<file path="src/hw/rtl/pts_pkg.sv">
// Package for the periodic timer scheduler: payload structs, codes, FSM states.
// No dependencies.
`timescale 1ns / 1ps
`default_nettype none
package pts_pkg;

    typedef enum logic [1:0] {
        CMD_SET     = 2'd0,
        CMD_RESET   = 2'd1,
        CMD_KILL    = 2'd2,
        CMD_PROCESS = 2'd3
    } t_cmd;

    typedef enum logic [1:0] {
        KIND_ACK     = 2'd0,
        KIND_FIRED   = 2'd1,
        KIND_SUMMARY = 2'd2,
        KIND_UNUSED  = 2'd3
    } t_kind;

    typedef struct packed {
        logic [1:0]  cmd;
        logic [3:0]  slot;
        logic [31:0] period_ms;
        logic [47:0] now_ms;
    } t_in_item;

    typedef struct packed {
        logic [1:0]  kind;
        logic [3:0]  fired_slot;
        logic [31:0] wait_ms;
        logic        last;
    } t_out_item;

    typedef enum logic [2:0] {
        ST_IDLE,
        ST_CMD,
        ST_SCAN,
        ST_DECIDE,
        ST_FIRE,
        ST_SUMMARY,
        ST_OUT
    } t_state;

    // Controller to datapath
    typedef struct packed {
        logic load;      // capture input item
        logic do_cmd;    // apply set/reset/kill
        logic scan_clr;  // start a scan
        logic scan_step; // examine one slot
        logic advance;   // add period to best slot due
        logic out_ack;
        logic out_fire;
        logic out_sum;
    } t_ctl;

    // Datapath to controller
    typedef struct packed {
        logic        is_process;
        logic        scan_done;
        logic        due_now; // a best slot exists and is due
    } t_sts;

    localparam logic [47:0] MAX_DUE  = 48'hFFFF_FFFF_FFFF;
    localparam logic [31:0] MAX_WAIT = 32'hFFFF_FFFF;

endpackage
`default_nettype wire

</file>
<file path="src/hw/rtl/periodic_timer_scheduler.sv">
// Top level of the periodic timer scheduler: controller plus datapath.
// Depends on pts_pkg, pts_ctrl, pts_datapath.
//
//   channel | signals                          | payload
//   in      | i_in_valid / o_in_ready          | i_in (t_in_item)
//   out     | o_out_valid / i_out_ready        | o_out (t_out_item)
//
// Set/reset/kill: the item is loaded in IDLE, applied together with the ack in CMD,
// then held in OUT until taken. Process: each fire decision takes a serial scan
// (one table read per cycle), then a decide, an output and an update state;
// fires repeat until no slot is due or MAX_FIRES is reached, then a summary is sent.
// Reset clears active flags and control; tables are written before use.
// A stalled output holds the controller; no new item is taken until the
// last result of the current item is transferred.
`timescale 1ns / 1ps
`default_nettype none
module periodic_timer_scheduler
    import pts_pkg::*;
#(
    parameter int NUM_SLOTS = 16,
    parameter int MAX_FIRES = 63
) (
    input  wire logic     i_clk,
    input  wire logic     i_rst_n,
    input  wire logic     i_in_valid,
    output logic          o_in_ready,
    input  wire t_in_item i_in,
    output logic          o_out_valid,
    input  wire logic     i_out_ready,
    output t_out_item     o_out
);
    t_ctl w_ctl;
    t_sts w_sts;

    pts_ctrl #(.MAX_FIRES(MAX_FIRES)) u_ctrl (
        .i_clk       (i_clk),
        .i_rst_n     (i_rst_n),
        .i_in_valid  (i_in_valid),
        .o_in_ready  (o_in_ready),
        .o_out_valid (o_out_valid),
        .i_out_ready (i_out_ready),
        .i_sts       (w_sts),
        .o_ctl       (w_ctl)
    );

    pts_datapath #(.NUM_SLOTS(NUM_SLOTS)) u_dp (
        .i_clk   (i_clk),
        .i_rst_n (i_rst_n),
        .i_item  (i_in),
        .i_ctl   (w_ctl),
        .o_sts   (w_sts),
        .o_out   (o_out)
    );
endmodule
`default_nettype wire

</file>
<file path="src/hw/rtl/pts_datapath.sv">
// Datapath: slot table memories, serial earliest-due scan, output register.
// Depends on pts_pkg.
`timescale 1ns / 1ps
`default_nettype none
module pts_datapath
    import pts_pkg::*;
#(
    parameter int NUM_SLOTS = 16
) (
    input  wire logic      i_clk,
    input  wire logic      i_rst_n,
    input  wire t_in_item  i_item,
    input  wire t_ctl      i_ctl,
    output t_sts           o_sts,
    output t_out_item      o_out
);
    localparam int IW = (NUM_SLOTS > 1) ? $clog2(NUM_SLOTS) : 1;
    localparam int CW = $clog2(NUM_SLOTS + 1);

    logic [NUM_SLOTS-1:0] r_active;
    logic [31:0]          r_period [NUM_SLOTS];
    logic [47:0]          r_due    [NUM_SLOTS];

    t_in_item    r_item;
    logic [31:0] r_per_in;
    logic [CW-1:0] r_idx;
    logic        r_found;
    logic [IW-1:0] r_best;
    logic [47:0] r_best_due;
    logic [31:0] r_best_per;
    logic [47:0] r_rd_due;
    logic [31:0] r_rd_per;
    logic        r_rd_act;
    logic        r_rd_vld;
    logic [IW-1:0] r_rd_idx;

    logic        w_slot_ok;
    logic [IW-1:0] w_slot;
    logic [48:0] w_sum_cmd;
    logic [48:0] w_sum_adv;
    logic [47:0] w_wait48;

    assign w_slot_ok = {28'd0, r_item.slot} < NUM_SLOTS;
    assign w_slot    = IW'(r_item.slot);
    assign w_sum_cmd = {1'b0, r_item.now_ms} + {17'd0, r_per_in};
    assign w_sum_adv = {1'b0, r_best_due} + {17'd0, r_best_per};
    assign w_wait48  = r_best_due - r_item.now_ms;

    // Input capture, period zero stored as one
    always_ff @(posedge i_clk) begin
        if (i_ctl.load) begin
            r_item   <= i_item;
            r_per_in <= (i_item.period_ms == 32'd0) ? 32'd1 : i_item.period_ms;
        end
    end

    // Active flags
    always_ff @(posedge i_clk) begin
        if (!i_rst_n) begin
            r_active <= '0;
        end else if (i_ctl.do_cmd && w_slot_ok) begin
            if (r_item.cmd == CMD_SET) begin
                r_active[w_slot] <= 1'b1;
            end else if (r_item.cmd == CMD_KILL) begin
                r_active[w_slot] <= 1'b0;
            end
        end
    end

    // Period and due memories: single write port, one registered read
    always_ff @(posedge i_clk) begin
        if (i_ctl.do_cmd && w_slot_ok) begin
            if (r_item.cmd == CMD_SET || r_item.cmd == CMD_RESET) begin
                r_period[w_slot] <= r_per_in;
            end
            if (r_item.cmd == CMD_SET ||
                (r_item.cmd == CMD_RESET && r_active[w_slot])) begin
                r_due[w_slot] <= w_sum_cmd[48] ? MAX_DUE : w_sum_cmd[47:0];
            end
        end else if (i_ctl.advance) begin
            r_due[r_best] <= w_sum_adv[48] ? MAX_DUE : w_sum_adv[47:0];
        end
        r_rd_due <= r_due[IW'(r_idx)];
        r_rd_per <= r_period[IW'(r_idx)];
        r_rd_act <= r_active[IW'(r_idx)];
        r_rd_idx <= IW'(r_idx);
    end

    // Serial scan: one slot read per cycle, compared in the next cycle from the registered read
    always_ff @(posedge i_clk) begin
        if (!i_rst_n) begin
            r_idx    <= '0;
            r_rd_vld <= 1'b0;
            r_found  <= 1'b0;
        end else if (i_ctl.scan_clr) begin
            r_idx    <= '0;
            r_rd_vld <= 1'b0;
            r_found  <= 1'b0;
        end else if (i_ctl.scan_step) begin
            r_rd_vld <= (r_idx < CW'(NUM_SLOTS));
            if (r_idx < CW'(NUM_SLOTS)) begin
                r_idx <= r_idx + CW'(1);
            end
            if (r_rd_vld && r_rd_act && (!r_found || r_rd_due < r_best_due)) begin
                r_found    <= 1'b1;
                r_best     <= r_rd_idx;
                r_best_due <= r_rd_due;
                r_best_per <= r_rd_per;
            end
        end
    end

    assign o_sts.is_process = (r_item.cmd == CMD_PROCESS);
    assign o_sts.scan_done  = (r_idx == CW'(NUM_SLOTS)) && !r_rd_vld;
    assign o_sts.due_now    = r_found && (r_best_due <= r_item.now_ms);

    // Output register
    always_ff @(posedge i_clk) begin
        if (i_ctl.out_ack) begin
            o_out <= '{kind: KIND_ACK, fired_slot: 4'd0, wait_ms: 32'd0, last: 1'b1};
        end else if (i_ctl.out_fire) begin
            o_out <= '{kind: KIND_FIRED, fired_slot: 4'(r_best), wait_ms: 32'd0,
                       last: 1'b0};
        end else if (i_ctl.out_sum) begin
            o_out.kind       <= KIND_SUMMARY;
            o_out.fired_slot <= 4'd0;
            o_out.last       <= 1'b1;
            if (!r_found || r_best_due <= r_item.now_ms) begin
                o_out.wait_ms <= 32'd0;
            end else if (w_wait48[47:32] != 16'd0) begin
                o_out.wait_ms <= MAX_WAIT;
            end else begin
                o_out.wait_ms <= w_wait48[31:0];
            end
        end
    end
endmodule
`default_nettype wire

</file>
<file path="src/hw/rtl/pts_ctrl.sv">
// Controller FSM: sequences commands, scans, fires and output handshake.
// Depends on pts_pkg.
`timescale 1ns / 1ps
`default_nettype none
module pts_ctrl
    import pts_pkg::*;
#(
    parameter int MAX_FIRES = 63
) (
    input  wire logic i_clk,
    input  wire logic i_rst_n,
    input  wire logic i_in_valid,
    output logic      o_in_ready,
    output logic      o_out_valid,
    input  wire logic i_out_ready,
    input  wire t_sts i_sts,
    output t_ctl      o_ctl
);
    t_state r_state, n_state;
    t_state r_ret, n_ret;
    logic [5:0] r_fires, n_fires;
    logic       r_ovld, n_ovld;

    always_ff @(posedge i_clk) begin
        if (!i_rst_n) begin
            r_state <= ST_IDLE;
            r_ret   <= ST_IDLE;
            r_fires <= '0;
            r_ovld  <= 1'b0;
        end else begin
            r_state <= n_state;
            r_ret   <= n_ret;
            r_fires <= n_fires;
            r_ovld  <= n_ovld;
        end
    end

    assign o_out_valid = r_ovld;

    always_comb begin
        n_state    = r_state;
        n_ret      = r_ret;
        n_fires    = r_fires;
        n_ovld     = r_ovld;
        o_ctl      = '0;
        o_in_ready = 1'b0;
        case (r_state)
            ST_IDLE: begin
                o_in_ready = 1'b1;
                if (i_in_valid) begin
                    o_ctl.load = 1'b1;
                    n_state    = ST_CMD;
                end
            end
            ST_CMD: begin
                n_fires = '0;
                if (i_sts.is_process) begin
                    o_ctl.scan_clr = 1'b1;
                    n_state        = ST_SCAN;
                end else begin
                    o_ctl.do_cmd  = 1'b1;
                    o_ctl.out_ack = 1'b1;
                    n_ovld        = 1'b1;
                    n_ret         = ST_IDLE;
                    n_state       = ST_OUT;
                end
            end
            ST_SCAN: begin
                if (i_sts.scan_done) begin
                    n_state = ST_DECIDE;
                end else begin
                    o_ctl.scan_step = 1'b1;
                end
            end
            ST_DECIDE: begin
                if (i_sts.due_now && r_fires != 6'(MAX_FIRES)) begin
                    o_ctl.out_fire = 1'b1;
                    n_ovld         = 1'b1;
                    n_ret          = ST_FIRE;
                end else begin
                    o_ctl.out_sum = 1'b1;
                    n_ovld        = 1'b1;
                    n_ret         = ST_IDLE;
                end
                n_state = ST_OUT;
            end
            ST_FIRE: begin
                o_ctl.advance  = 1'b1;
                o_ctl.scan_clr = 1'b1;
                n_fires        = r_fires + 6'd1;
                n_state        = ST_SCAN;
            end
            ST_OUT: begin
                if (i_out_ready) begin
                    n_ovld  = 1'b0;
                    n_state = r_ret;
                end
            end
            default: n_state = ST_IDLE;
        endcase
    end
endmodule
`default_nettype wire

</file>
<file path="config.mk">
export PLATFORM = sky130hd
export DESIGN_NAME = periodic_timer_scheduler
export DESIGN_NICKNAME = d
export VERILOG_FILES = /design/src/hw/rtl/pts_pkg.sv /design/src/hw/rtl/periodic_timer_scheduler.sv /design/src/hw/rtl/pts_datapath.sv /design/src/hw/rtl/pts_ctrl.sv
export SDC_FILE = /design/constraint.sdc
export NUM_CORES = 2
export LEC_CHECK = 0
export CAP_MARGIN = 20
export CORE_ASPECT_RATIO = 1.75
export CORE_MARGIN = 5
export CORE_UTILIZATION = 57
export DETAILED_ROUTE_END_ITERATION = 8
export DONT_BUFFER_PORTS = 1
export PLACE_DENSITY = 0.75
export SLEW_MARGIN = 20
export SYNTH_ARGS = -nofsm -noshare
export SYNTH_HDL_FRONTEND = slang
export SYNTH_HIERARCHICAL = 1
export SYNTH_SLANG_ARGS = --single-unit
</file>
<file path="constraint.sdc">
create_clock -name i_clk -period 7.6 [get_ports i_clk]
set_input_delay 0.76 -clock i_clk [delete_from_list [all_inputs] [get_ports i_clk]]
set_output_delay 0.76 -clock i_clk [all_outputs]
set_load 0.02 [all_outputs]
</file>
---- Word level (Yosys, flattened, before mapping) ----
Memories as Yosys holds them, arrays and structs flattened. A register that Yosys moved wholly into a read port is not among the register bits.
Cells that the tools add are included.
word-level totals
  register bits after elaboration ......... 250
  memory bits (writable) .................. 1280
  bits of input ports ..................... 90
  output and inout port bits .............. 41
  word-level logic and storage cells ...... 137
  memories ................................ 2
cells by class
  add/subtract/negate cells ............... 5
  $lt $le $gt $ge ......................... 6
  equality and inequality tests ........... 14
  multiplexer cells ....................... 51
  bitwise logic cells ..................... 5
  reductions and logical operators ........ 32
memory list
  memory         depth  width  read ports  clocked after memory_dff  write ports  line                text
  u_dp.r_due     16     48     1           1                         1            pts_datapath.sv:22  logic [47:0] r_due [NUM_SLOTS];
  u_dp.r_period  16     32     1           1                         1            pts_datapath.sv:21  logic [31:0] r_period [NUM_SLOTS];
operators by type and width
  cell                                                                   number
  48-bit two-way mux                                                     3
  48-bit by 32-bit adder with 49-bit output                              2
  38-bit two-way mux                                                     2
  32-bit two-way mux                                                     2
  48-bit less-or-equal comparator                                        1
  48-bit < comparator                                                    1
  48-bit OR reduction                                                    1
  48-bit subtractor                                                      1
  32-bit zero test                                                       1
  16-bit two-way mux                                                     2
  1-bit two-way mux                                                      26
  3-bit two-way mux                                                      6
  3-bit case mux with 6 select lines                                     1
  16-bit bitwise AND                                                     1
  16-bit NOT                                                             1
  16-bit bitwise OR                                                      1
  16-bit nonzero test                                                    1
  6-bit case mux with 2 select lines                                     1
  4-bit by 5-bit < comparator with 1-bit output (second input constant)  2
  1-bit binary-select mux with 4-bit select                              2
  2-bit AND reduction                                                    4
  2-bit nonzero test                                                     4
  1-bit logical AND                                                      7
  6-bit by 1-bit adder with 6-bit output (second input constant)         1
  27 further kinds                                                       39

---- Depth between registers and ports, before layout ----
  depth after elaboration ................. 8
  depth in mapped cells ................... 19
  depth with buffers taken out ............ 17

---- By module ----
The synthesis kept the hierarchy.
by module, submodules not included
  module        instances  cells each  area each (µm²)
  pts_datapath  1          3670        66218.5
  pts_ctrl      1          90          696.9

---- Worst setup path after synthesis ----
No wires, ideal clock.
  kind .................................... register to register
  start ................................... reg u_dp.r_idx[0]
  end ..................................... reg u_dp.r_best[0] (enable)
  library setup time ...................... 554 ps
  data arrival time ....................... 6865 ps
  data required time ...................... 7046 ps
  slack ................................... 181 ps
  cell stages (with the launch flop) ...... 12
  cells stage by stage .................... dfxtp_1 clkbuf_1 clkbuf_1 clkbuf_1 buf_1 or4_1 nor3b_1 nor4b_1 nand3_1 nor2_1 o211ai_1 a21oi_1
RTL lines
  item                      line                 text
  start: declaration        pts_datapath.sv:26   logic [CW-1:0] r_idx;
  start signal: assignment  pts_datapath.sv:102  r_idx <= r_idx + CW'(1);
  end signal: assignment    pts_datapath.sv:106  r_best <= r_rd_idx;
  end: declaration          pts_datapath.sv:28   logic [IW-1:0] r_best;

---- Worst setup path in the final report ----
  start ................................... reg u_dp.r_per_in[0]
  end ..................................... mem u_dp.r_due[7][25], data pin
on the way
  cells in the longest elaborated chain, start to end .. 3
ends and longest elaborated chain
  item                                       line                text
  start: declaration                         pts_datapath.sv:25  logic [31:0] r_per_in;
  start signal: assignment                   pts_datapath.sv:53  r_per_in <= (i_item.period_ms == 32'd0) ? 32'd1 : i_item.period_ms;
  48-bit by 32-bit adder with 49-bit output  pts_datapath.sv:45  assign w_sum_cmd = {1'b0, r_item.now_ms} + {17'd0, r_per_in};
  48-bit two-way mux                         pts_datapath.sv:78  r_due[w_slot] <= w_sum_cmd[48] ? MAX_DUE : w_sum_cmd[47:0];
  48-bit two-way mux (no line)               --
  end: declaration                           pts_datapath.sv:22
No other way between the ends.

==> summary.txt <==
Die Height: 463.3 um
Number of CTS-inserted buffers: 142
Count of pins over their slew limit: 0
Worst slack at placement: 1.766 ns
Number of distinct library cells after synthesis: 84
Maximum number of pins on one net before global-route repair: 101
Final hold vios: 0
Area of the multi-input gates: 19240 um2
Layout Skew: 0.04189 ns
DRT Wirelength: 172000 um
First-pass detailed-route iteration total: 5
Final weighted congestion in routability-driven placement: 0.9423
Peak ir drop on the vdd network: 0.3001 mV
Actual transition at the worst max-transition pin: 1.147 ns
Area fraction of the dominant cell type after synthesis: 65.07%
Sort of element at the end of the critical path: register
Launching element type of the critical path: register
Fraction of the cycle the final worst path needs: 78.06%
Cell Area, Placed: 68890 um2
Clock slew at reported path FFs: 0.07 ns
Top post-synthesis cells by area: sky130_fd_sc_hd__edfxtp_1 (65%), sky130_fd_sc_hd__mux4_2 (14%), sky130_fd_sc_hd__dfxtp_1 (4.7%), sky130_fd_sc_hd__ha_1 (3.0%), sky130_fd_sc_hd__a21oi_1 (1.2%)
Synth async-reset ratio: 0%
Sequential Area: 46720 um2
CTS Root Buffer Type: sky130_fd_sc_hd__clkbuf_16
Global-route wire length before repair: 249300 um
Clock insertion delay at the later pin of the skew report: 0.81 ns
Post-synth EDFFs: 1450
Clock tree from TritonCTS: done
Count of buffers from port buffering: 0
Cell area after synthesis: 66920 um2
Max Freq: 168.6 MHz
Number of warnings reported in the yosys synthesis log: 6
Max-slew headroom at the worst pin: 23.52%
Overall Power: 25.87 mW
Post-detailed-route count of antenna-violating nets: 0
RSZ-0062 raised after global routing: false
Post-synthesis to final-layout area growth: 10.80%
Remaining DRCs: 0
Nets: 4075
Worst Slack Setup Final: 1.667 ns
Std-Cell Core Area: 116700 um2
Sequential fraction of the synthesis area: 69.80%
Post-synth net total: 4014
CP arrival: 6.35 ns
Minimum clock period: 5.933 ns
Number of H-tree branching levels: 4
Count of final setup violators: 0
Startpoint-to-endpoint class of the critical path: register to register
Final instance area: 74140 um2
Leakage component of the power: 24.26 nW
Total number of vias: 36368
Reported max-cap violation count: 0
Buffer levels on the longest clock path: 3
Die ar.: 124600 um2
Gate count of the mapped netlist: 3760
Detailed-placement wirelength estimate: 107100 um
Via-to-Cell Ratio: 6.660
Cell depth of the worst flop-to-flop path: 15
# fillers: 7905
Global route total overflow: 0
Vias in the first global route: 36641
Highest fanout seen on the critical path: 25
Clock sink count: 1608
Total Neg Setup Slack: 0 ns
Leading cell type by number of instances after synthesis: sky130_fd_sc_hd__edfxtp_1
Share of post-route cells with drive strength above 1: 20.24%
Class of the tightest hold or removal check: input pin to register
X dimension of the die: 269.0 um
Post-synthesis sequential element count: 1608
Run status: completed
Initial antenna violation count: 16
Power per cell area: 349.0 nW/um2
List of most frequent post-synthesis cells: sky130_fd_sc_hd__edfxtp_1 (1450), sky130_fd_sc_hd__mux4_2 (410), sky130_fd_sc_hd__a21oi_1 (166), sky130_fd_sc_hd__ha_1 (161), sky130_fd_sc_hd__dfxtp_1 (158)
Average instance area after synthesis: 17.80 um2
Area leader, netlist: sky130_fd_sc_hd__edfxtp_1
GRT Total Usage: 27.64%
Hold path cells: 0
Row count: 166
Effective utilization at floorplan: 57.33%
Required @ worst endpoint: 8.02 ns
Main synth FF type: sky130_fd_sc_hd__edfxtp_1
Number of DRC violations after detailed-routing iteration 0: 4181
Num ports: 131
Wire length per cell after detailed routing: 31.49 um
## layer usage
layer  GRT usage (%)  up-vias  wire length [um]
li1                -    15209                 -
met1           35.45    18879             61710
met2           46.76     1899             88180
met3           6.043      361             15230
met4           10.07       20              6721
met5               0        -               142
## stage by stage
step | cells | hold slack (ns) | utilization, %
5_1_grt | 5456 | 0.02026 | 63.51
3_3_place_gp | 5143 | 0.3871 | 59.01
6_report | 5461 | 0.05963 | 63.52
2_1_floorplan | 3760 | 0.3290 | -
3_5_place_dp | 5144 | 0.3887 | 59.02
4_1_cts | 5443 | 0.0005718 | 63.42
## sequential cells by signal, indices dropped and copies added (netlist names), named ones only
register / cells
u_dp/r_due: 768
u_dp/r_rd_act: 1
u_dp/r_per_in: 32
u_dp/o_out: 39
u_dp/r_rd_idx: 4
u_dp/r_period: 512
u_dp/r_best: 4
u_dp/r_idx: 5
u_ctrl/r_fires: 6
u_ctrl/r_state: 3
u_ctrl/o_out_valid: 1
u_dp/r_best_due: 48
u_dp/r_best_per: 32
u_dp/r_rd_per: 32
u_ctrl/r_ret: 1
u_dp/r_rd_due: 48
u_dp/r_rd_vld: 1
u_dp/r_found: 1
u_dp/r_item: 50
u_dp/w_slot: 4
## path summary, 6_finish.rpt
| path | start | to | slack, ns |
|---|---|---|---|
| worst max-delay path | u_dp/r_per_in[0] | u_dp/r_due[7][25] | 1.67 |
| worst max register to register | u_dp/r_per_in[0] | u_dp/r_due[7][25] | 1.67 |
| worst min-delay path | i_in[80] | u_dp/w_slot[0] | 0.06 |
| worst min register to register | u_dp/r_rd_per[3] | u_dp/r_best_per[3] | 0.40 |
## cell type report
class                   count  area share, %
diodes                      7        0.02363
inverters                 131         0.6632
multi-input cells        1823          25.95
clock buffers             181          5.186
repair buffers            115          1.323
clock inverters            84          1.293
well taps                1512          2.552
flip-flops and latches   1608          63.01
## cells by family after synthesis
group,share of synthesized area (%)
simple gates,4.201
mux,13.92
flops,69.80
fa+ha+maj,3.100
xor+xnor,1.636
buf+inv,1.941
compound gates,5.406
## power breakdown
group / internal, mW / switching [mW] / total [mW]
logic: 2.31 / 3.74 / 6.04
registers: 11.7 / 0.664 / 12.4
clock network: 4.13 / 3.29 / 7.42
## cells in the final DEF (no fill, tap or decap), types with 34 or more instances in the layout
| cell type | Yosys | layout |
|---|---|---|
| sky130_fd_sc_hd__nor3_1 | 68 | 66 |
| sky130_fd_sc_hd__clkbuf_16 | 0 | 146 |
| sky130_fd_sc_hd__o21ai_0 | 106 | 106 |
| sky130_fd_sc_hd__nor2_4 | 0 | 34 |
| sky130_fd_sc_hd__dlygate4sd3_1 | 0 | 34 |
| sky130_fd_sc_hd__mux4_2 | 410 | 410 |
| sky130_fd_sc_hd__xnor2_1 | 76 | 75 |
| sky130_fd_sc_hd__nor2b_1 | 59 | 58 |
| sky130_fd_sc_hd__a21o_1 | 63 | 63 |
| sky130_fd_sc_hd__buf_4 | 3 | 67 |
| sky130_fd_sc_hd__nor2_1 | 137 | 102 |
| sky130_fd_sc_hd__edfxtp_1 | 1450 | 1450 |
| sky130_fd_sc_hd__inv_1 | 131 | 131 |
| sky130_fd_sc_hd__xor2_1 | 49 | 49 |
| sky130_fd_sc_hd__nand2_1 | 117 | 117 |
| sky130_fd_sc_hd__nand3_1 | 36 | 36 |
| sky130_fd_sc_hd__dfxtp_1 | 158 | 154 |
| sky130_fd_sc_hd__a22oi_1 | 44 | 44 |
| sky130_fd_sc_hd__ha_1 | 161 | 161 |
| sky130_fd_sc_hd__a21oi_1 | 166 | 163 |
| sky130_fd_sc_hd__nand4_1 | 41 | 41 |
## worst max-delay path, stage by stage, from the launching register on
cell and delay (ns):
sky130_fd_sc_hd__edfxtp_1 0.64, sky130_fd_sc_hd__ha_1 0.27, sky130_fd_sc_hd__inv_1 0.06, sky130_fd_sc_hd__fa_1 0.39
sky130_fd_sc_hd__nor2b_1 0.13, sky130_fd_sc_hd__o21ai_0 0.10, sky130_fd_sc_hd__a21oi_1 0.35, sky130_fd_sc_hd__o41a_1 0.31
sky130_fd_sc_hd__o211ai_1 0.19, sky130_fd_sc_hd__a21oi_1 0.41, sky130_fd_sc_hd__o21bai_1 0.15, sky130_fd_sc_hd__a22oi_1 0.42
sky130_fd_sc_hd__nand2_1 0.27, sky130_fd_sc_hd__o21a_2 0.50, sky130_fd_sc_hd__buf_4 0.38, sky130_fd_sc_hd__a22oi_1 0.92
## what timing repair did
item,in CTS,in global routing
setup buffers,0,0
hold buffers,34,0
hold endpoints to repair,34,0
resized for setup,0,0
setup endpoints to repair,0,0
Power figures use the tool's default switching activity.
